$ cat src/rtl/lgs_pkg.sv
package lgs_pkg;

  // Default grid bounds and register reset values.
  localparam int unsigned MaxRowsDef   = 32;
  localparam int unsigned MaxColsDef   = 64;
  localparam int unsigned RowsResetVal = 30;
  localparam int unsigned ColsResetVal = 50;
  localparam int unsigned MinDim       = 2;

  // Window columns kept in registers; the newest column comes straight from the
  // line buffers, so two registered columns complete the 3x3 window.
  localparam int unsigned WinCols = 2;

  // Configuration register indexes.
  localparam int unsigned CfgIdxW = 2;
  localparam logic [CfgIdxW-1:0] CfgActiveRows = 2'd0;
  localparam logic [CfgIdxW-1:0] CfgActiveCols = 2'd1;

  // One window column: bit k is window row k (0 oldest row, 2 newest row).
  typedef logic [2:0] col_bits_t;

  function automatic logic [3:0] ones3(col_bits_t v);
    return 4'(v[0]) + 4'(v[1]) + 4'(v[2]);
  endfunction

  // B3/S23 rule on three window columns. With ctr_mid set the center cell
  // sits in window row 1 and all three rows count; otherwise it sits in
  // row 2 and row 0 lies outside the neighborhood.
  function automatic logic life_rule(col_bits_t left, col_bits_t mid, col_bits_t right,
                                     logic ctr_mid);
    col_bits_t  span;
    col_bits_t  cbit;
    logic [3:0] n;
    logic       alive;
    span  = ctr_mid ? 3'b111 : 3'b110;
    cbit  = ctr_mid ? 3'b010 : 3'b100;
    n     = ones3(left & span) + ones3(mid & span & ~cbit) + ones3(right & span);
    alive = ctr_mid ? mid[1] : mid[2];
    return (n == 4'd3) || (alive && (n == 4'd2));
  endfunction

endpackage

$ cat src/rtl/lgs_if.sv
interface lgs_cell_if;
  logic valid;
  logic ready;
  logic cell_alive;

  modport source (output valid, output cell_alive, input ready);
  modport sink (input valid, input cell_alive, output ready);
endinterface

interface lgs_result_if #(
  parameter int unsigned RowW = 5,
  parameter int unsigned ColW = 6
);
  logic            valid;
  logic            ready;
  logic [RowW-1:0] out_row;
  logic [ColW-1:0] out_col;
  logic            next_alive;
  logic            gen_done;

  modport source (output valid, output out_row, output out_col, output next_alive,
                  output gen_done, input ready);
  modport sink (input valid, input out_row, input out_col, input next_alive,
                input gen_done, output ready);
endinterface

interface lgs_cfg_if #(
  parameter int unsigned DataW = 7
);
  logic                        valid;
  logic                        ready;
  logic [lgs_pkg::CfgIdxW-1:0] index;
  logic [DataW-1:0]            data;

  modport source (output valid, output index, output data, input ready);
  modport sink (input valid, input index, input data, output ready);
endinterface

$ cat src/rtl/life_generation_stencil.sv
// Streaming Game of Life (B3/S23) stencil: cells of one generation enter in raster
// order, one bit per beat, and each next-generation cell leaves as soon as its 3x3
// neighborhood is complete, with its row, column and an end-of-generation flag on the
// last cell. An input beat is taken every cycle as long as each beat yields at most one
// result and the result side takes one beat per cycle; a beat that completes several
// results (the end of a row, and the whole last row; up to four) holds the input back
// while the result register drains them one beat per cycle. A beat that completes a
// result passes stage 1 (line buffer read), then the window update into the result
// register, which offers it; the beat waits in stage 1 while earlier results drain.
// Writing either dimension register restarts the generation at cell (0, 0); the
// configuration port is always ready and should be written only while the block
// is idle.
module life_generation_stencil #(
  parameter int unsigned MAX_ROWS = lgs_pkg::MaxRowsDef,
  parameter int unsigned MAX_COLS = lgs_pkg::MaxColsDef
) (
  input  logic         clk_i,
  input  logic         rst_ni,
  lgs_cell_if.sink     cell_i,
  lgs_result_if.source result_o,
  lgs_cfg_if.sink      cfg_i
);

  localparam int unsigned RowW     = $clog2(MAX_ROWS);
  localparam int unsigned ColW     = $clog2(MAX_COLS);
  localparam int unsigned RowsCfgW = $clog2(MAX_ROWS + 1);
  localparam int unsigned ColsCfgW = $clog2(MAX_COLS + 1);
  localparam int unsigned WinCols  = lgs_pkg::WinCols;

  // Configuration registers and effective grid size.
  logic [RowsCfgW-1:0] active_rows_q;
  logic [ColsCfgW-1:0] active_cols_q;
  logic [RowsCfgW-1:0] rows_eff;
  logic [ColsCfgW-1:0] cols_eff;
  logic [RowsCfgW-1:0] row_last;
  logic [ColsCfgW-1:0] col_last;
  logic                cfg_fire;
  logic                restart;

  // Raster position of the next input beat.
  logic [RowW-1:0] row_cnt_q, row_cnt_d;
  logic [ColW-1:0] col_cnt_q, col_cnt_d;

  // Stage 1: accepted cell while the line buffers are read.
  logic            s1_v_q, s1_v_d;
  logic            s1_alive_q;
  logic [RowW-1:0] s1_row_q;
  logic [ColW-1:0] s1_col_q;
  logic            up_bit;
  logic            pv_bit;
  logic            in_fire;
  logic            s1_adv;

  // Result register: up to four pending results of one cell.
  logic [3:0]      pend_q, pend_d;
  logic [3:0]      pend_left;
  logic [3:0]      pend_first;
  logic [3:0]      res_alive_q;
  logic [3:0]      res_mask;
  logic [3:0]      res_alive;
  logic [RowW-1:0] em_row_q;
  logic [ColW-1:0] em_col_q;
  logic            out_fire;
  logic            em_free;

  // Window chain.
  lgs_pkg::col_bits_t new_col;
  lgs_pkg::col_bits_t win_col [WinCols];
  lgs_pkg::col_bits_t win_feed [WinCols];
  lgs_pkg::col_bits_t left_w, mid_w, right_w, top_mask;

  logic row_is_first, row_is_one, col_is_zero, col_is_one, col_is_last, row_is_last;

  // ---------------------------------------------------------------------------
  // Configuration
  // ---------------------------------------------------------------------------
  assign cfg_i.ready = 1'b1;
  assign cfg_fire    = cfg_i.valid;

  always_comb begin
    restart = 1'b0;
    case (cfg_i.index)
      lgs_pkg::CfgActiveRows, lgs_pkg::CfgActiveCols: restart = cfg_fire;
      default:                                        restart = 1'b0;
    endcase
  end

  always_ff @(posedge clk_i or negedge rst_ni) begin
    if (!rst_ni) begin
      active_rows_q <= RowsCfgW'(lgs_pkg::RowsResetVal);
      active_cols_q <= ColsCfgW'(lgs_pkg::ColsResetVal);
    end else if (cfg_fire) begin
      unique case (cfg_i.index)
        lgs_pkg::CfgActiveRows: active_rows_q <= cfg_i.data[RowsCfgW-1:0];
        lgs_pkg::CfgActiveCols: active_cols_q <= cfg_i.data[ColsCfgW-1:0];
        default: ;
      endcase
    end
  end

  always_comb begin
    if (active_rows_q < RowsCfgW'(lgs_pkg::MinDim)) begin
      rows_eff = RowsCfgW'(lgs_pkg::MinDim);
    end else if (active_rows_q > RowsCfgW'(MAX_ROWS)) begin
      rows_eff = RowsCfgW'(MAX_ROWS);
    end else begin
      rows_eff = active_rows_q;
    end
    if (active_cols_q < ColsCfgW'(lgs_pkg::MinDim)) begin
      cols_eff = ColsCfgW'(lgs_pkg::MinDim);
    end else if (active_cols_q > ColsCfgW'(MAX_COLS)) begin
      cols_eff = ColsCfgW'(MAX_COLS);
    end else begin
      cols_eff = active_cols_q;
    end
  end

  assign row_last = rows_eff - 1'b1;
  assign col_last = cols_eff - 1'b1;

  // ---------------------------------------------------------------------------
  // Input side and raster counters
  // ---------------------------------------------------------------------------
  assign cell_i.ready = !s1_v_q || s1_adv;
  assign in_fire      = cell_i.valid && cell_i.ready;

  always_comb begin
    row_cnt_d = row_cnt_q;
    col_cnt_d = col_cnt_q;
    if (restart) begin
      row_cnt_d = '0;
      col_cnt_d = '0;
    end else if (in_fire) begin
      if (ColsCfgW'(col_cnt_q) == col_last) begin
        col_cnt_d = '0;
        if (RowsCfgW'(row_cnt_q) == row_last) begin
          row_cnt_d = '0;
        end else begin
          row_cnt_d = RowW'(row_cnt_q + 1'b1);
        end
      end else begin
        col_cnt_d = ColW'(col_cnt_q + 1'b1);
      end
    end
  end

  always_comb begin
    s1_v_d = s1_v_q;
    if (in_fire) begin
      s1_v_d = 1'b1;
    end else if (s1_adv) begin
      s1_v_d = 1'b0;
    end
  end

  always_ff @(posedge clk_i or negedge rst_ni) begin
    if (!rst_ni) begin
      row_cnt_q <= '0;
      col_cnt_q <= '0;
      s1_v_q    <= 1'b0;
    end else begin
      row_cnt_q <= row_cnt_d;
      col_cnt_q <= col_cnt_d;
      s1_v_q    <= s1_v_d;
    end
  end

  always_ff @(posedge clk_i) begin
    if (in_fire) begin
      s1_alive_q <= cell_i.cell_alive;
      s1_row_q   <= row_cnt_q;
      s1_col_q   <= col_cnt_q;
    end
  end

  // The buffers are written when the cell leaves stage 1; the next read of the
  // same column belongs to a cell at least two beats later.
  lgs_line_buf #(
    .Depth (MAX_COLS)
  ) u_line_buf (
    .clk_i      (clk_i),
    .rd_en_i    (in_fire),
    .rd_addr_i  (col_cnt_q),
    .wr_en_i    (s1_adv),
    .wr_addr_i  (s1_col_q),
    .wr_above_i (pv_bit),
    .wr_prev_i  (s1_alive_q),
    .rd_above_o (up_bit),
    .rd_prev_o  (pv_bit)
  );

  // ---------------------------------------------------------------------------
  // Window chain: the newest column enters at the right and moves one cell left
  // on every advancing cell.
  // ---------------------------------------------------------------------------
  assign new_col = {s1_alive_q, pv_bit, up_bit};

  for (genvar k = 0; k < WinCols; k++) begin : g_win
    if (k == WinCols - 1) begin : g_head
      assign win_feed[k] = new_col;
    end else begin : g_link
      assign win_feed[k] = win_col[k+1];
    end
    lgs_win_cell u_cell (
      .clk_i   (clk_i),
      .rst_ni  (rst_ni),
      .clr_i   (restart),
      .shift_i (s1_adv),
      .col_i   (win_feed[k]),
      .col_o   (win_col[k])
    );
  end

  // Window as it stands after this cell shifts in.
  assign left_w  = win_col[0];
  assign mid_w   = win_col[1];
  assign right_w = new_col;

  assign row_is_first = (s1_row_q == '0);
  assign row_is_one   = (s1_row_q == RowW'(1));
  assign col_is_zero  = (s1_col_q == '0);
  assign col_is_one   = (s1_col_q == ColW'(1));
  assign col_is_last  = (ColsCfgW'(s1_col_q) == col_last);
  assign row_is_last  = (RowsCfgW'(s1_row_q) == row_last);

  // On the second row the oldest window row lies above the grid.
  assign top_mask = row_is_one ? 3'b110 : 3'b111;

  always_comb begin
    res_mask[0]  = !row_is_first && !col_is_zero;
    res_mask[1]  = !row_is_first && col_is_last;
    res_mask[2]  = row_is_last && !col_is_zero;
    res_mask[3]  = row_is_last && col_is_last;
    res_alive[0] = lgs_pkg::life_rule(col_is_one ? 3'b000 : (left_w & top_mask),
                                      mid_w & top_mask, right_w & top_mask, 1'b1);
    res_alive[1] = lgs_pkg::life_rule(mid_w & top_mask, right_w & top_mask, 3'b000, 1'b1);
    res_alive[2] = lgs_pkg::life_rule(col_is_one ? 3'b000 : left_w, mid_w, right_w, 1'b0);
    res_alive[3] = lgs_pkg::life_rule(mid_w, right_w, 3'b000, 1'b0);
  end

  // ---------------------------------------------------------------------------
  // Result register
  // ---------------------------------------------------------------------------
  assign pend_first = pend_q & (~pend_q + 4'd1);
  assign out_fire   = result_o.valid && result_o.ready;
  assign pend_left  = out_fire ? (pend_q & ~pend_first) : pend_q;
  assign em_free    = (pend_left == 4'd0);
  assign s1_adv     = s1_v_q && em_free;
  assign pend_d     = s1_adv ? res_mask : pend_left;

  always_ff @(posedge clk_i or negedge rst_ni) begin
    if (!rst_ni) begin
      pend_q <= 4'd0;
    end else begin
      pend_q <= pend_d;
    end
  end

  always_ff @(posedge clk_i) begin
    if (s1_adv) begin
      res_alive_q <= res_alive;
      em_row_q    <= s1_row_q;
      em_col_q    <= s1_col_q;
    end
  end

  // The first two results lie one row up, the even ones one column left.
  assign result_o.valid      = (pend_q != 4'd0);
  assign result_o.out_row    = (pend_first[0] || pend_first[1]) ?
                               RowW'(em_row_q - 1'b1) : em_row_q;
  assign result_o.out_col    = (pend_first[0] || pend_first[2]) ?
                               ColW'(em_col_q - 1'b1) : em_col_q;
  assign result_o.next_alive = |(pend_first & res_alive_q);
  assign result_o.gen_done   = pend_first[3];

endmodule

$ cat src/rtl/lgs_line_buf.sv
module lgs_line_buf #(
  parameter int unsigned Depth = lgs_pkg::MaxColsDef
) (
  input  logic                     clk_i,
  input  logic                     rd_en_i,
  input  logic [$clog2(Depth)-1:0] rd_addr_i,
  input  logic                     wr_en_i,
  input  logic [$clog2(Depth)-1:0] wr_addr_i,
  input  logic                     wr_above_i,
  input  logic                     wr_prev_i,
  output logic                     rd_above_o,
  output logic                     rd_prev_o
);

  // Two rows back and one row back, read and written at the same column.
  logic above_mem [Depth];
  logic prev_mem  [Depth];
  logic rd_above_q;
  logic rd_prev_q;

  always_ff @(posedge clk_i) begin
    if (wr_en_i) begin
      above_mem[wr_addr_i] <= wr_above_i;
      prev_mem[wr_addr_i]  <= wr_prev_i;
    end
  end

  always_ff @(posedge clk_i) begin
    if (rd_en_i) begin
      rd_above_q <= above_mem[rd_addr_i];
      rd_prev_q  <= prev_mem[rd_addr_i];
    end
  end

  assign rd_above_o = rd_above_q;
  assign rd_prev_o  = rd_prev_q;

endmodule

$ cat src/rtl/lgs_win_cell.sv
module lgs_win_cell (
  input  logic               clk_i,
  input  logic               rst_ni,
  input  logic               clr_i,
  input  logic               shift_i,
  input  lgs_pkg::col_bits_t col_i,
  output lgs_pkg::col_bits_t col_o
);

  lgs_pkg::col_bits_t col_q;
  lgs_pkg::col_bits_t col_d;

  always_comb begin
    col_d = col_q;
    if (clr_i) begin
      col_d = '0;
    end else if (shift_i) begin
      col_d = col_i;
    end
  end

  always_ff @(posedge clk_i or negedge rst_ni) begin
    if (!rst_ni) begin
      col_q <= '0;
    end else begin
      col_q <= col_d;
    end
  end

  assign col_o = col_q;

endmodule

$ cat src/flat_wrapper.sv
// flat-port wrapper written by rule: the top's interface ports become plain ports
module life_generation_stencil_flat 
#(
  parameter int unsigned MAX_ROWS = lgs_pkg::MaxRowsDef,
  parameter int unsigned MAX_COLS = lgs_pkg::MaxColsDef
)
  (clk_i, rst_ni, cell_i_valid, cell_i_cell_alive, cell_i_ready, result_o_valid, result_o_out_row, result_o_out_col, result_o_next_alive, result_o_gen_done, result_o_ready, cfg_i_valid, cfg_i_index, cfg_i_data, cfg_i_ready);
  lgs_cell_if cell_i_i ();
  lgs_result_if result_o_i ();
  lgs_cfg_if cfg_i_i ();
  input  logic clk_i;
  input  logic rst_ni;
  input wire logic [$bits(cell_i_i.valid)-1:0] cell_i_valid;
  input wire logic [$bits(cell_i_i.cell_alive)-1:0] cell_i_cell_alive;
  output wire logic [$bits(cell_i_i.ready)-1:0] cell_i_ready;
  output wire logic [$bits(result_o_i.valid)-1:0] result_o_valid;
  output wire logic [$bits(result_o_i.out_row)-1:0] result_o_out_row;
  output wire logic [$bits(result_o_i.out_col)-1:0] result_o_out_col;
  output wire logic [$bits(result_o_i.next_alive)-1:0] result_o_next_alive;
  output wire logic [$bits(result_o_i.gen_done)-1:0] result_o_gen_done;
  input wire logic [$bits(result_o_i.ready)-1:0] result_o_ready;
  input wire logic [$bits(cfg_i_i.valid)-1:0] cfg_i_valid;
  input wire logic [$bits(cfg_i_i.index)-1:0] cfg_i_index;
  input wire logic [$bits(cfg_i_i.data)-1:0] cfg_i_data;
  output wire logic [$bits(cfg_i_i.ready)-1:0] cfg_i_ready;
  assign cell_i_i.valid = cell_i_valid;
  assign cell_i_i.cell_alive = cell_i_cell_alive;
  assign cell_i_ready = cell_i_i.ready;
  assign result_o_valid = result_o_i.valid;
  assign result_o_out_row = result_o_i.out_row;
  assign result_o_out_col = result_o_i.out_col;
  assign result_o_next_alive = result_o_i.next_alive;
  assign result_o_gen_done = result_o_i.gen_done;
  assign result_o_i.ready = result_o_ready;
  assign cfg_i_i.valid = cfg_i_valid;
  assign cfg_i_i.index = cfg_i_index;
  assign cfg_i_i.data = cfg_i_data;
  assign cfg_i_ready = cfg_i_i.ready;
  life_generation_stencil #(.MAX_ROWS(MAX_ROWS), .MAX_COLS(MAX_COLS)) u_core (.clk_i(clk_i), .rst_ni(rst_ni), .cell_i(cell_i_i), .result_o(result_o_i), .cfg_i(cfg_i_i));
endmodule
$ cat config.mk
export PLATFORM = sky130hd
export DESIGN_NAME = life_generation_stencil_flat
export DESIGN_NICKNAME = d
export VERILOG_FILES = /design/src/rtl/lgs_pkg.sv /design/src/rtl/lgs_if.sv /design/src/rtl/life_generation_stencil.sv /design/src/rtl/lgs_line_buf.sv /design/src/rtl/lgs_win_cell.sv /design/src/flat_wrapper.sv
export SDC_FILE = /design/constraint.sdc
export NUM_CORES = 1
export LEC_CHECK = 0
export BUFFER_PORTS_ARGS = -buffer_cell sky130_fd_sc_hd__buf_4
export CORE_ASPECT_RATIO = 1.5
export CORE_MARGIN = 2
export CORE_UTILIZATION = 60
export DETAILED_ROUTE_END_ITERATION = 6
export PLACE_DENSITY = 0.78
export SKIP_CTS_REPAIR_TIMING = 1
export SLEW_MARGIN = 20
export SYNTH_ARGS = -nofsm -noshare
export SYNTH_HDL_FRONTEND = slang
export SYNTH_SLANG_ARGS = --single-unit
$ cat constraint.sdc
create_clock -name clk_i -period 4.1 [get_ports clk_i]
set_input_delay 0.41 -clock clk_i [delete_from_list [all_inputs] [get_ports clk_i]]
set_output_delay 0.41 -clock clk_i [all_outputs]
set_load 0.01 [all_outputs]
-- Word-level counts from Yosys, hierarchy flattened
Memory sizes are Yosys's and may differ from the RTL's. A register that Yosys moved wholly into a read port is not among the register bits.
Index checks and enable logic that the tools add are counted.
- logic and storage cells: 129
- RAM bits: 128
- input port bits: 15
- output and inout bits: 16
- memories kept: 2
- flip-flop bits (word level): 62
- muxes and demuxes: 27
- $lt $le $gt $ge: 4
- equal/unequal tests: 15
- add/sub/neg operators: 24
- reductions and logical operators: 35
- bitwise logic cells: 8
- memories (name ; depth ; width ; read ports ; clocked after Yosys merged registers in ; write ports ; line ; source):
    u_core.u_line_buf.above_mem ; 64 ; 1 ; 1 ; 1 ; 1 ; lgs_line_buf.sv:16 ; logic above_mem [Depth];
    u_core.u_line_buf.prev_mem ; 64 ; 1 ; 1 ; 1 ; 1 ; lgs_line_buf.sv:17 ; logic prev_mem [Depth];
- operator list (operator ; number):
    two-way mux 6 bit ; 6
    equality test 4 x 2 -> 1 bit (second input constant) ; 8
    two-way mux 5 bit ; 5
    adder 4 x 1 -> 4 bit ; 5
    two-way mux 3 bit ; 6
    adder 1 x 1 -> 2 bit ; 8
    adder 4 bit ; 4
    equality test 6 x 7 -> 1 bit ; 2
    two-way mux 7 bit ; 2
    AND 4 bit ; 3
    equality test 5 x 6 -> 1 bit ; 2
    subtractor 6 x 1 -> 6 bit (second input constant) ; 2
    logical AND 1 bit ; 11
    AND 3 bit ; 3
    two-way mux 4 bit ; 2
    NOT 4 bit ; 2
    nonzero test 2 bit ; 4
    > comparator 7 bit (second input constant) ; 1
    logical OR 1 bit ; 7
    less-than comparator 7 x 2 -> 1 bit (second input constant) ; 1
    subtractor 7 x 1 -> 7 bit (second input constant) ; 1
    adder 6 x 1 -> 6 bit (second input constant) ; 1
    equality test 6 x 1 -> 1 bit (second input constant) ; 1
    > comparator 6 bit (second input constant) ; 1
    16 further kinds ; 25

-- Longest topological paths before layout
Gate-level depths: netlist (run 1).
- depth after elaboration: 12
- gate-level depth with buffers: 14
- gate-level depth less buffers: 12

-- Cells and area by module
A second synthesis (run 1) with hierarchy kept.
- cell total of the unflattened synthesis: 658
- area, all modules: 9131.3 um2
- by module, submodules not included (module ; times used ; cells an instance ; seq. area each (um2) ; area each (um2)):
    lgs_line_buf ; 1 ; 324 ; 3903.7 ; 5497.8
    life_generation_stencil ; 1 ; 316 ; 1545.2 ; 3400.8
    lgs_win_cell ; 2 ; 9 ; 75.1 ; 116.4

-- Worst setup path before layout (run 1)
No wires, ideal clock.
- kind: register to register
- from: register u_core.u_line_buf.rd_prev_q, in the netlist u_core.u_line_buf.rd_prev_o (read register of u_core.u_line_buf.prev_mem)
- to: register u_core.res_alive_q[0] (data pin)
- path buffers: 0
- path slack: 0.393 ns
- clock period less this slack: 3.707 ns
- cell stages (with the launch flop): 9
- arrival time: 3.539 ns
- library setup time: 0.167 ns
- cell sequence: edfxtp_1 -> ha_1 -> fa_1 -> inv_1 -> fa_1 -> fa_1 -> a2111oi_0 -> a21oi_1 -> a211oi_1
- word-level cells in the longest chain between the ends: 7
- elaborated cells on any way between the ends: 8
- classes of those cells: add/sub (3); eq/ne (2); bitwise (1); reduce/logical (2)
- RTL lines (element ; line ; source):
    from (decl) ; lgs_line_buf.sv:19 ; logic rd_prev_q;
    AND 3 bit * ; life_generation_stencil.sv:235 ; mid_w & top_mask, right_w & top_mask, 1'b1);
    adder 1 x 1 -> 2 bit * ; lgs_pkg.sv:23 ; return 4'(v[0]) + 4'(v[1]) + 4'(v[2]);
    adder 4 x 1 -> 4 bit * ; lgs_pkg.sv:23 ;
    adder 4 bit * ; lgs_pkg.sv:37 ; n = ones3(left & span) + ones3(mid & span & ~cbit) + ones3(right & span);
    equality test 4 x 2 -> 1 bit ; lgs_pkg.sv:39 ; return (n == 4'd3) || (alive && (n == 4'd2));
    logical AND 1 bit ; lgs_pkg.sv:39 ;
    logical OR 1 bit * ; lgs_pkg.sv:39 ;
    net u_core.res_alive[0] ; life_generation_stencil.sv:60 ; logic [3:0] res_alive;
    to (signal assigned) ; life_generation_stencil.sv:261 ; res_alive_q <= res_alive;
    to (decl) ; life_generation_stencil.sv:58 ; logic [3:0] res_alive_q;
Mark *: on every way through the listed nets, which the timed path passes. The rest lies on a longest branch.
A chain may end at the register's enable or synchronous reset.

-- Worst setup path after layout (run 1)
- from: register u_core.s1_row_q[1]
- to: register u_core.res_alive_q[0] (data pin)
- word-level cells in the longest chain between the ends: 11
- elaborated cells on any way between the ends: 17
- classes of those cells: add/sub (7); eq/ne (3); mux (2); bitwise (3); reduce/logical (2)
- RTL lines (element ; line ; source):
    from (decl) ; life_generation_stencil.sv:47 ; logic [RowW-1:0] s1_row_q;
    from (signal assigned) ; life_generation_stencil.sv:171 ; s1_row_q <= row_cnt_q;
    equality test 5 x 1 -> 1 bit * ; life_generation_stencil.sv:220 ; assign row_is_one = (s1_row_q == RowW'(1));
    two-way mux 1 bit * ; life_generation_stencil.sv:227 ; assign top_mask = row_is_one ? 3'b110 : 3'b111;
    AND 3 bit ; life_generation_stencil.sv:234 ; res_alive[0] = lgs_pkg::life_rule(col_is_one ? 3'b000 : (left_w & top_mask),
    two-way mux 3 bit ; life_generation_stencil.sv:234 ;
    adder 1 x 1 -> 2 bit ; lgs_pkg.sv:23 ;
    adder 4 x 1 -> 4 bit ; lgs_pkg.sv:23 ;
    adder 4 bit ; lgs_pkg.sv:37 ;
    adder 4 bit * ; lgs_pkg.sv:37 ;
    equality test 4 x 2 -> 1 bit ; lgs_pkg.sv:39 ;
    logical AND 1 bit ; lgs_pkg.sv:39 ;
    logical OR 1 bit * ; lgs_pkg.sv:39 ;
    net u_core.res_alive[0] ; life_generation_stencil.sv:60 ;
Marks and branches as above.

==> results.tsv, run 1 <==
stage	metric	value	unit
synth	post-synth-top-area-cell	sky130_fd_sc_hd__edfxtp_1	
finish	num-fill-cells	1008	
setup_path	worstPathCellList	nor4_1 > nand2_1 > and2_1 > ha_1 > fa_1 > inv_1 > fa_1 > fa_1 > a2111oi_0 > a21oi_1 > a211oi_1	
synth	yosysWarnings	0	
power	power.density	652	mW/mm2
floorplan	placement_rows	54	
clocking	max_buffers_root_to_sink	2	
place	placed_cells_incl_taps	840	
place	place_congestion	0.885	
finish	post_route_non_filler_standard_cell_count	873	
setup_path	critical_path.most_common_cell	sky130_fd_sc_hd__fa_1	
grt	antenna_found_initial	0	
route	num_vias	5404	
sta	finalHoldViolations	0	
floorplan	floorplan.initialDensity	61.6	%
route	detail_route.wirelength	18700	um
synth	netlist_area	0.00898	mm2
finish	fin_nets	705	
setup_path	critPathSlowestCell	sky130_fd_sc_hd__fa_1	
setup_path	critical_path_fanouts_max	3	
power	power.leakage	3.51	nW
status	status	finished clean	
synth	async_flop_share	18.2	%
clocking	htree_levels	4	
setup_path	worst_setup_path_start_kind	flip-flop	
floorplan	core_area	0.0146	mm2
synth	synth_largest_type_area_fraction	52.5	%
grt	first_pass_grt_wire_length	29900	um
grt	grt_usage	24.6	%
finish	layout.core_utilization	68.6	%
route	route.detailed.drc	0	
synth	synth.ff_latch_count	192	
route	firstDrtPassIters	5	
run	drv_cap	0	
grt	number_of_global_route_vias_before_repair	5716	
finish	final_layout_size_suffix_gt1_share	20.7	%
sta	worst_pin_slew	1090	ps
finish	n_antenna_cell	0	
synth	synth-main-ff-cell	sky130_fd_sc_hd__edfxtp_1	
sta	fin_tns_setup	0	ps
route	drt.antenna.violating_nets	0	
place	dp.final_hpwl	12600	um
floorplan	ios	31	
sta	period_utilization_post_route	95.5	%
route	detail_route.iter0.violations	384	
setup_path	criticalPathCategory	reg2reg	
synth	synth.area.top_cells	sky130_fd_sc_hd__edfxtp_1 (52%), sky130_fd_sc_hd__mux4_2 (11%), sky130_fd_sc_hd__dfrtp_1 (7.8%)	
floorplan	floorplan.die_area	0.0160	mm2
synth	syn_nets	668	
sta	period_minus_slack	3920	ps
setup_path	critical_path.max_stage_delay	540	ps
power	vdd_drop_max	0.306	mV
setup_path	critical_path_required	4360	ps
sta	report.final.slew_viol_count	0	
hold_path	timing.hold.worst.class	in2reg	
clocking	cts-root-buf	sky130_fd_sc_hd__clkbuf_16	
clocking	worst_skew_pair.late_latency	430	ps
route	detail_route.wl_per_cell	21.4	um
finish	area_growth_from_synthesis_to_layout	11.4	%
clocking	cts.sinks	192	
synth	number_of_enable_type_register_cells_in_the_synthesized_netlist	157	
clocking	clock_buffers_created_by_tritoncts	17	
floorplan	die_w	104	um
synth	syn_inst	627	
setup_path	end_kind	flip-flop	
power	totalPowerFinal	0.00653	W
sta	slew-limit-headroom	27.3	%
synth	sequential_share_of_the_synthesized_area	62.3	%
grt	grt_max_degree	70	
place	port_buffers	29	
sta	setup_repair_after_global_routing_missed_its_margin	false	
sta	holdWs	158	ps
grt	grt_overflow	0	
synth	syn-mean-instance-area	14.3	um2
clocking	cts_tree	yes	
clocking	clk_pin_slew_worst_paths	80	ps
sta	setup_viols_final	0	
floorplan	die_h	154	um
sta	fin_clk_skew	14.9	ps
synth	count_of_unique_library_cells_instantiated_by_yosys	57	
route	vias_per_cell	6.19	
sta	achievable-frequency	0.255	GHz
setup_path	arrival_time_at_the_worst_endpoint	4180	ps
cells in the mapped netlist, drive strengths merged, types with 4 or more instances:
cell type,number
nor3,11
fa,9
a21oi,13
nand2b,10
mux4,42
nor4,7
xor2,15
and2,4
nor2b,7
clkbuf,16
buf,9
edfxtp,157
a211oi,4
o22ai,4
ha,17
nand3b,4
and3,4
mux2,12
dfstp,7
nor2,85
o21ai,19
dfrtp,28
xnor2,13
nand3,15
nand2,44
inv,27
layout by cell type, fill, tap and decap left out, types with 4 or more instances in the layout:
| cell type | count |
|---|---|
| sky130_fd_sc_hd__nor2_1 | 85 |
| sky130_fd_sc_hd__and3_1 | 4 |
| sky130_fd_sc_hd__o22ai_1 | 4 |
| sky130_fd_sc_hd__mux4_2 | 42 |
| sky130_fd_sc_hd__nand3_1 | 15 |
| sky130_fd_sc_hd__inv_6 | 4 |
| sky130_fd_sc_hd__and2_1 | 4 |
| sky130_fd_sc_hd__edfxtp_1 | 157 |
| sky130_fd_sc_hd__buf_4 | 42 |
| sky130_fd_sc_hd__nand2b_1 | 10 |
| sky130_fd_sc_hd__xnor2_1 | 13 |
| sky130_fd_sc_hd__dfrtp_1 | 27 |
| sky130_fd_sc_hd__a211oi_1 | 4 |
| sky130_fd_sc_hd__nor2b_1 | 7 |
| sky130_fd_sc_hd__clkbuf_16 | 17 |
| sky130_fd_sc_hd__dfstp_2 | 7 |
| sky130_fd_sc_hd__mux2_2 | 12 |
| sky130_fd_sc_hd__a21oi_1 | 13 |
| sky130_fd_sc_hd__nor4_1 | 7 |
| sky130_fd_sc_hd__xor2_1 | 15 |
| sky130_fd_sc_hd__o21ai_0 | 16 |
| sky130_fd_sc_hd__inv_1 | 27 |
| sky130_fd_sc_hd__fa_1 | 9 |
| sky130_fd_sc_hd__nand3b_1 | 4 |
| sky130_fd_sc_hd__ha_1 | 17 |
| sky130_fd_sc_hd__nand2_1 | 44 |
| sky130_fd_sc_hd__nor3_1 | 11 |
sequential cells by signal, summed over array words and instances, names as in the netlist, 5 cells and up:
name,cells
u_core.s1_col_q,6
u_core.em_row_q,5
u_core.active_cols_q,7
u_core.u_line_buf.prev_mem,64
u_core.col_cnt_q,6
u_core.row_cnt_q,5
u_core.g_win.u_cell.col_o,6
u_core.u_line_buf.above_mem,64
u_core.em_col_q,6
u_core.active_rows_q,6
u_core.s1_row_q,5
final cells by class:
type / count / area [um2] / area share, %
well taps: 196 / 245 / 2.45
inverters: 27 / 101 / 1.01
flip-flops and latches: 192 / 5600 / 56.0
clock buffers: 18 / 429 / 4.29
clock inverters: 14 / 148 / 1.48
multi-input cells: 383 / 3160 / 31.6
repair buffers: 43 / 325 / 3.25
where the power goes:
group | internal (W) | switching, W
logic | 0.000984 | 0.00114
clock network | 0.000860 | 0.000760
registers | 0.00250 | 0.000277
total | 0.00435 | 0.00218
cells by family after synthesis:
group	after synthesis	synth area share [%]
AO/OA/AOI/OAI	63	4.57
adder cells (fa/ha/maj)	27	4.48
XOR/XNOR	30	3.23
AND/OR/NAND/NOR	206	10.6
multiplexers	56	12.3
buffers and inverters	52	2.53
flip-flops	192	62.3
other	1	0.0417
worst paths after layout:
| kind | start | to | depth (start not counted) | slack [ps] |
|---|---|---|---|---|
| max in group asynchronous | rst_ni | u_core.col_cnt_q[0]$_DFFE_PN0P_ | 2 | 3250 |
| worst max register to register | u_core.s1_row_q[1]$_DFFE_PP_ | u_core.res_alive_q[0]$_DFFE_PP_ | 11 | 180 |
| worst max-delay path | u_core.s1_row_q[1]$_DFFE_PP_ | u_core.res_alive_q[0]$_DFFE_PP_ | 11 | 180 |
| worst min-delay path | cell_i_cell_alive | u_core.s1_alive_q$_DFFE_PP_ | 1 | 160 |
| worst min register to register | u_core.s1_row_q[4]$_DFFE_PP_ | u_core.em_row_q[4]$_DFFE_PP_ | 0 | 500 |
| min in group asynchronous | rst_ni | u_core.s1_v_q$_DFFE_PN0P_ | 2 | 470 |
critical path, delay by kind of cell, from the launching register on:
| kind | cells | cell delay, ps |
|---|---|---|
| buf+inv | 1 | 60 |
| simple gates | 3 | 830 |
| compound gates | 3 | 720 |
| fa+ha+maj | 4 | 1720 |
| flops | 1 | 420 |
metrics by stage:
step / cell area [um2] / setup slack, ps
2_1_floorplan: 8980 / 393
3_3_place_gp: 9420 / 347
3_5_place_dp: 9420 / 179
4_1_cts: 10000 / 182
5_1_grt: 10000 / 38.4
6_report: 10000 / 184
per-layer routing:
| metal | track usage [%] | routed length, um |
|---|---|---|
| met1 | 27.9 | 6620 |
| met2 | 45.8 | 10600 |
| met3 | 4.20 | 949 |
| met4 | 9.85 | 510 |
| met5 | 0 | 0 |
(Power assumes the default switching activity.)
==> inputs of run 2 (changes only) <==
CORE_UTILIZATION = 45   (was 60)
CTS_CLUSTER_SIZE = 40   (was unset)
PLACE_DENSITY = unset   (was 0.78)
PLACE_DENSITY_LB_ADDON = 0.3   (was unset)
==> run 2 against run 1 <==
Compared with the run above:
- total power up 0.18%
- first-iteration DRC count down 3.4%
- critical path type unchanged
- die area grew 32%
- critical endpoint unchanged
- worst setup slack gained 130 ps
==> results.tsv, run 2 (synthesized netlist as in run 1, its figures left out) <==
stage	metric	value	unit
status	status	finished clean	
finish	regArea	0.00560	mm2
finish	fin_nets	704	
setup_path	number_of_buffer_and_inverter_instances_along_the_worst_setup_path	1	
floorplan	placement_rows	63	
route	dr_wl_met2	10800	um
sta	setup_viols_final	0	
hold_path	timing.hold.worst.class	in2reg	
sta	holdWs	163	ps
route	vias_per_cell	5.59	
clocking	clk_pin_slew_worst_paths	80	ps
finish	post_route_non_filler_standard_cell_count	936	
setup_path	arrival_time_at_the_worst_endpoint	4050	ps
power	power.density	647	mW/mm2
sta	setup_repair_after_global_routing_missed_its_margin	false	
clocking	worst_skew_pair.late_latency	430	ps
setup_path	critical_path_fanouts_max	3	
floorplan	die_w	119	um
finish	final_layout_size_suffix_gt1_share	20.6	%
clocking	cts.sinks	192	
clocking	cts-root-buf	sky130_fd_sc_hd__clkbuf_16	
power	power.leakage	3.52	nW
power	vdd_drop_max	0.302	mV
setup_path	worst_path_dominant_cell_family	adder cells	
setup_path	r2r_cells	11	
setup_path	critical_path.most_common_cell	sky130_fd_sc_hd__fa_1	
finish	commonest_non_fill_non_tap_cell_in_the_layout	sky130_fd_sc_hd__edfxtp_1	
grt	grt_max_degree	70	
grt	grt_usage	18.4	%
setup_path	worst_setup_path_start_kind	flip-flop	
route	detail_route.wirelength	18700	um
setup_path	r2r_slack	310	ps
sta	achievable-frequency	0.264	GHz
route	num_vias	5230	
setup_path	criticalPathCategory	reg2reg	
route	route.detailed.drc	0	
place	placed_cells_incl_taps	903	
hold_path	hp-start	cell_i_cell_alive	
setup_path	critical_path_required	4360	ps
floorplan	floorplan.initialDensity	45.6	%
hold_path	timing.hold.worst_path_depth	1	
hold_path	min_to	u_core.s1_alive_q$_DFFE_PP_	
power	totalPowerFinal	0.00654	W
finish	num-fill-cells	1675	
floorplan	floorplan.die_area	0.0211	mm2
route	detail_route.iter0.violations	371	
route	route.top_layer_used	met4	
grt	number_of_global_route_vias_before_repair	5577	
clocking	max_buffers_root_to_sink	2	
place	place_congestion	0.813	
setup_path	critPathSlowestCell	sky130_fd_sc_hd__fa_1	
sta	fin_tns_setup	0	ps
grt	grt_overflow	0	
place	port_buffers	29	
sta	report.final.slew_viol_count	0	
finish	mostFrequentLayoutCells	sky130_fd_sc_hd__edfxtp_1 (157), sky130_fd_sc_hd__nor2_1 (85), sky130_fd_sc_hd__nand2_1 (44), sky130_fd_sc_hd__mux4_2 (42), sky130_fd_sc_hd__buf_4 (40)	
setup_path	critical_path.max_stage_delay	530	ps
finish	n_antenna_cell	0	
sta	slew-limit-headroom	28.4	%
finish	area_growth_from_synthesis_to_layout	12.5	%
clocking	clock_buffers_created_by_tritoncts	17	
setup_path	worstPathCellList	nor4_1 > nand2_1 > and2_1 > ha_1 > fa_1 > inv_1 > fa_1 > fa_1 > a2111oi_0 > a21oi_1 > a211oi_1	
sta	period_utilization_post_route	92.4	%
route	met1_routed_wirelength_after_detailed_routing	6700	um
clocking	cts_tree	yes	
finish	largestRegisters	u_core.u_line_buf.above_mem x64, u_core.u_line_buf.prev_mem x64, u_core.active_cols_q x7	
sta	finalHoldViolations	0	
route	detail_route.wl_per_cell	19.9	um
route	firstDrtPassIters	5	
floorplan	core_area	0.0197	mm2
finish	layout.core_utilization	51.3	%
finish	multi_input_comb_area	0.00316	mm2
setup_path	reg2reg_to	u_core.res_alive_q[0]$_DFFE_PP_	
sta	worst_pin_slew	1070	ps
floorplan	ios	31	
place	dp.final_hpwl	12900	um
route	dr_wl_met3	842	um
setup_path	end_kind	flip-flop	
sta	period_minus_slack	3790	ps
route	drt.antenna.violating_nets	0	
grt	antenna_found_initial	0	
floorplan	die_h	177	um
sta	fin_clk_skew	10.1	ps
run	drv_cap	0	
clocking	htree_levels	4	
setup_path	r2r-start	u_core.s1_row_q[1]$_DFFE_PP_	
grt	first_pass_grt_wire_length	29300	um
run 2: report_power, final:
group | leakage, nW | switching [W] | internal, W
Combinational | 1.36 | 0.00113 | 0.000984
Clock | 0.281 | 0.000773 | 0.000868
Sequential | 1.88 | 0.000283 | 0.00250
run 2: cell type report:
class                   instances  share of cell area, %
repair buffers                 42                   3.27
multi-input cells             383                   31.2
clock inverters                15                   1.67
inverters                      27                   1.00
well taps                     260                   3.22
clock buffers                  17                   4.21
flip-flops and latches        192                   55.4
run 2: layer usage:
metal / global-route usage [%] / vias to the layer above
met3: 3.06 / 28
met1: 19.9 / 2665
li1: - / 2412
met4: 5.74 / 0
met2: 36.1 / 125
met5: 0 / -
run 2: worst max-delay path by stage:
stage | start | end | slack, ps | cells after the start
after floorplan | u_core.u_line_buf.rd_prev_o$_DFFE_PP_ | u_core.res_alive_q[0]$_DFFE_PP_ | 390 | 8
after global placement | u_core.s1_row_q[1]$_DFFE_PP_ | u_core.res_alive_q[0]$_DFFE_PP_ | 320 | 11
after detailed placement | u_core.s1_row_q[1]$_DFFE_PP_ | u_core.res_alive_q[0]$_DFFE_PP_ | 320 | 11
after CTS | u_core.s1_row_q[1]$_DFFE_PP_ | u_core.res_alive_q[0]$_DFFE_PP_ | 290 | 11
after global routing | u_core.s1_row_q[2]$_DFFE_PP_ | u_core.res_alive_q[0]$_DFFE_PP_ | 100 | 11
final | u_core.s1_row_q[1]$_DFFE_PP_ | u_core.res_alive_q[0]$_DFFE_PP_ | 310 | 11
run 2: through the flow:
stage / setup slack, ps / cell area (um2)
after floorplan: 393 / 8980
after global placement: 319 / 9510
after detailed placement: 317 / 9510
after CTS: 286 / 10100
after global routing: 104 / 10100
final: 312 / 10100
==> inputs of run 3 (changes only) <==
CORE_ASPECT_RATIO = 0.5   (was 1.5)
==> run 3 against run 2 <==
Compared with the run above:
- hold slack better by 1.1 ps
- die area is 0.21% higher
- worst setup slack better by 34 ps
- via count is 0.34% lower
- non-clock buffer count is 1 lower
- total power is 1.1% lower
- fmax is 0.90% higher
- utilization is 0.49 points higher
- clock power is 2% lower
==> results.tsv, run 3 (synthesized netlist as in run 1, its figures left out) <==
stage	metric	value	unit
hold_path	timing.hold.worst.class	in2reg	
grt	number_of_global_route_vias_before_repair	5275	
setup_path	critical_path_fanouts_max	3	
route	drt.antenna.violating_nets	0	
sta	achievable-frequency	0.266	GHz
run	drv_cap	0	
finish	num-fill-cells	1615	
floorplan	placement_rows	36	
finish	final_layout_size_suffix_gt1_share	20.5	%
setup_path	arrival_time_at_the_worst_endpoint	4020	ps
sta	report.final.slew_viol_count	0	
sta	fin_clk_skew	8.55	ps
power	totalPowerFinal	0.00647	W
clocking	max_buffers_root_to_sink	2	
route	firstDrtPassIters	5	
sta	setup_viols_final	0	
clocking	worst_skew_pair.late_latency	430	ps
grt	grt_overflow	0	
place	place_congestion	0.804	
floorplan	die_h	104	um
clocking	clock_buffers_created_by_tritoncts	17	
clocking	cts-root-buf	sky130_fd_sc_hd__clkbuf_16	
finish	fin_nets	703	
power	power.density	641	mW/mm2
setup_path	criticalPathCategory	reg2reg	
sta	setup_repair_after_global_routing_missed_its_margin	false	
sta	worst_pin_slew	764	ps
finish	area_growth_from_synthesis_to_layout	12.4	%
clocking	cts_tree	yes	
setup_path	r2r_cells	11	
route	num_vias	5212	
setup_path	crit_start	u_core.s1_row_q[1]$_DFFE_PP_	
finish	largestRegisters	u_core.u_line_buf.above_mem x64, u_core.u_line_buf.prev_mem x64, u_core.active_cols_q x7	
floorplan	core_area	0.0195	mm2
grt	grt_max_degree	70	
sta	period_utilization_post_route	91.6	%
floorplan	floorplan.initialDensity	46.1	%
route	detail_route.wl_per_cell	18.7	um
sta	fin_tns_setup	0	ps
clocking	cts.sinks	192	
place	placed_cells_incl_taps	908	
power	power.leakage	3.51	nW
sta	slew-limit-headroom	49.1	%
hold_path	hp-start	cell_i_cell_alive	
place	port_buffers	29	
setup_path	worst_setup_path_start_kind	flip-flop	
sta	finalHoldViolations	0	
finish	final_cell_area	0.0101	mm2
grt	antenna_found_initial	0	
route	vias_per_cell	5.54	
floorplan	die_w	204	um
floorplan	ios	31	
clocking	htree_levels	4	
status	status	finished clean	
place	dp.final_hpwl	11600	um
finish	mostFrequentLayoutCells	sky130_fd_sc_hd__edfxtp_1 (157), sky130_fd_sc_hd__nor2_1 (85), sky130_fd_sc_hd__nand2_1 (44), sky130_fd_sc_hd__mux4_2 (42), sky130_fd_sc_hd__buf_4 (39)	
route	detail_route.iter0.violations	418	
grt	grt_usage	17.8	%
setup_path	reg2reg_to	u_core.res_alive_q[0]$_DFFE_PP_	
setup_path	critical_path_required	4360	ps
route	detail_route.wirelength	17600	um
sta	holdWs	164	ps
place	dpl_cell_area	0.00951	mm2
power	vdd_drop_max	0.380	mV
setup_path	r2r-start	u_core.s1_row_q[1]$_DFFE_PP_	
finish	n_antenna_cell	0	
setup_path	end_kind	flip-flop	
floorplan	floorplan.die_area	0.0212	mm2
hold_path	min_to	u_core.s1_alive_q$_DFFE_PP_	
hold_path	timing.hold.worst_path_depth	1	
setup_path	r2r_slack	350	ps
finish	post_route_non_filler_standard_cell_count	940	
grt	first_pass_grt_wire_length	28200	um
finish	commonest_non_fill_non_tap_cell_in_the_layout	sky130_fd_sc_hd__edfxtp_1	
clocking	clk_pin_slew_worst_paths	70	ps
sta	period_minus_slack	3750	ps
route	route.detailed.drc	0	
run 3: changes by cell type in the layout (fill, tap and decap cells not counted):
| cell | delta |
|---|---|
| sky130_fd_sc_hd__clkinv_4 | +1 |
| sky130_fd_sc_hd__inv_8 | -3 |
| sky130_fd_sc_hd__a2111oi_0 | -1 |
| sky130_fd_sc_hd__clkbuf_1 | +1 |
| sky130_fd_sc_hd__nor4_2 | +1 |
| sky130_fd_sc_hd__clkinvlp_4 | -1 |
| sky130_fd_sc_hd__a2111oi_1 | +1 |
| sky130_fd_sc_hd__nor4_1 | -1 |
| sky130_fd_sc_hd__inv_6 | +2 |
| sky130_fd_sc_hd__buf_4 | -1 |
| sky130_fd_sc_hd__clkinv_1 | -1 |
run 3: worst max-delay path, stage by stage (launching register included):
cell,delay [ps]
sky130_fd_sc_hd__edfxtp_1,440
sky130_fd_sc_hd__nor4_2,350
sky130_fd_sc_hd__nand2_1,160
sky130_fd_sc_hd__and2_1,210
sky130_fd_sc_hd__ha_1,320
sky130_fd_sc_hd__fa_1,540
sky130_fd_sc_hd__inv_1,60
sky130_fd_sc_hd__fa_1,460
sky130_fd_sc_hd__fa_1,400
sky130_fd_sc_hd__a2111oi_1,360
sky130_fd_sc_hd__a21oi_1,80
sky130_fd_sc_hd__a211oi_1,210
run 3: metal layers:
layer	wire length, um	track usage [%]	share of wire [%]	up-vias
met1	7890	24.5	45	2644
met2	8230	27.4	47	135
met5	0	0	0	-
li1	-	-	-	2415
met4	265	5.53	1.5	0
met3	1210	5.17	6.9	18
run 3: area by class of cell:
class	count	area, um2	share of cell area (%)
sequential	192	5600	55.4
timing repair buffer	41	323	3.20
multi-input combinational	383	3170	31.3
tap	266	333	3.29
clock inverter	13	150	1.49
clock buffer	18	429	4.25
inverter	27	101	1.00
run 3: where the power goes:
group	total [W]	internal (W)	switching (W)
clock	0.00160	0.000859	0.000743
combinational	0.00208	0.000983	0.00110
sequential	0.00279	0.00250	0.000284
run 3: through the flow:
step,utilization [%],setup slack (ps)
floorplan,-,393
global placement,48.7,329
detailed placement,48.7,266
CTS,51.7,245
global route,51.8,11.6
finish,51.8,346
run 3: worst max path at each step:
stage	endpoint	cells after the start
after detailed placement	u_core.res_alive_q[0]$_DFFE_PP_	11
final	u_core.res_alive_q[0]$_DFFE_PP_	11
after global placement	u_core.res_alive_q[0]$_DFFE_PP_	11
after global routing	u_core.res_alive_q[0]$_DFFE_PP_	11
after floorplan	u_core.res_alive_q[0]$_DFFE_PP_	8
after CTS	u_core.res_alive_q[0]$_DFFE_PP_	11
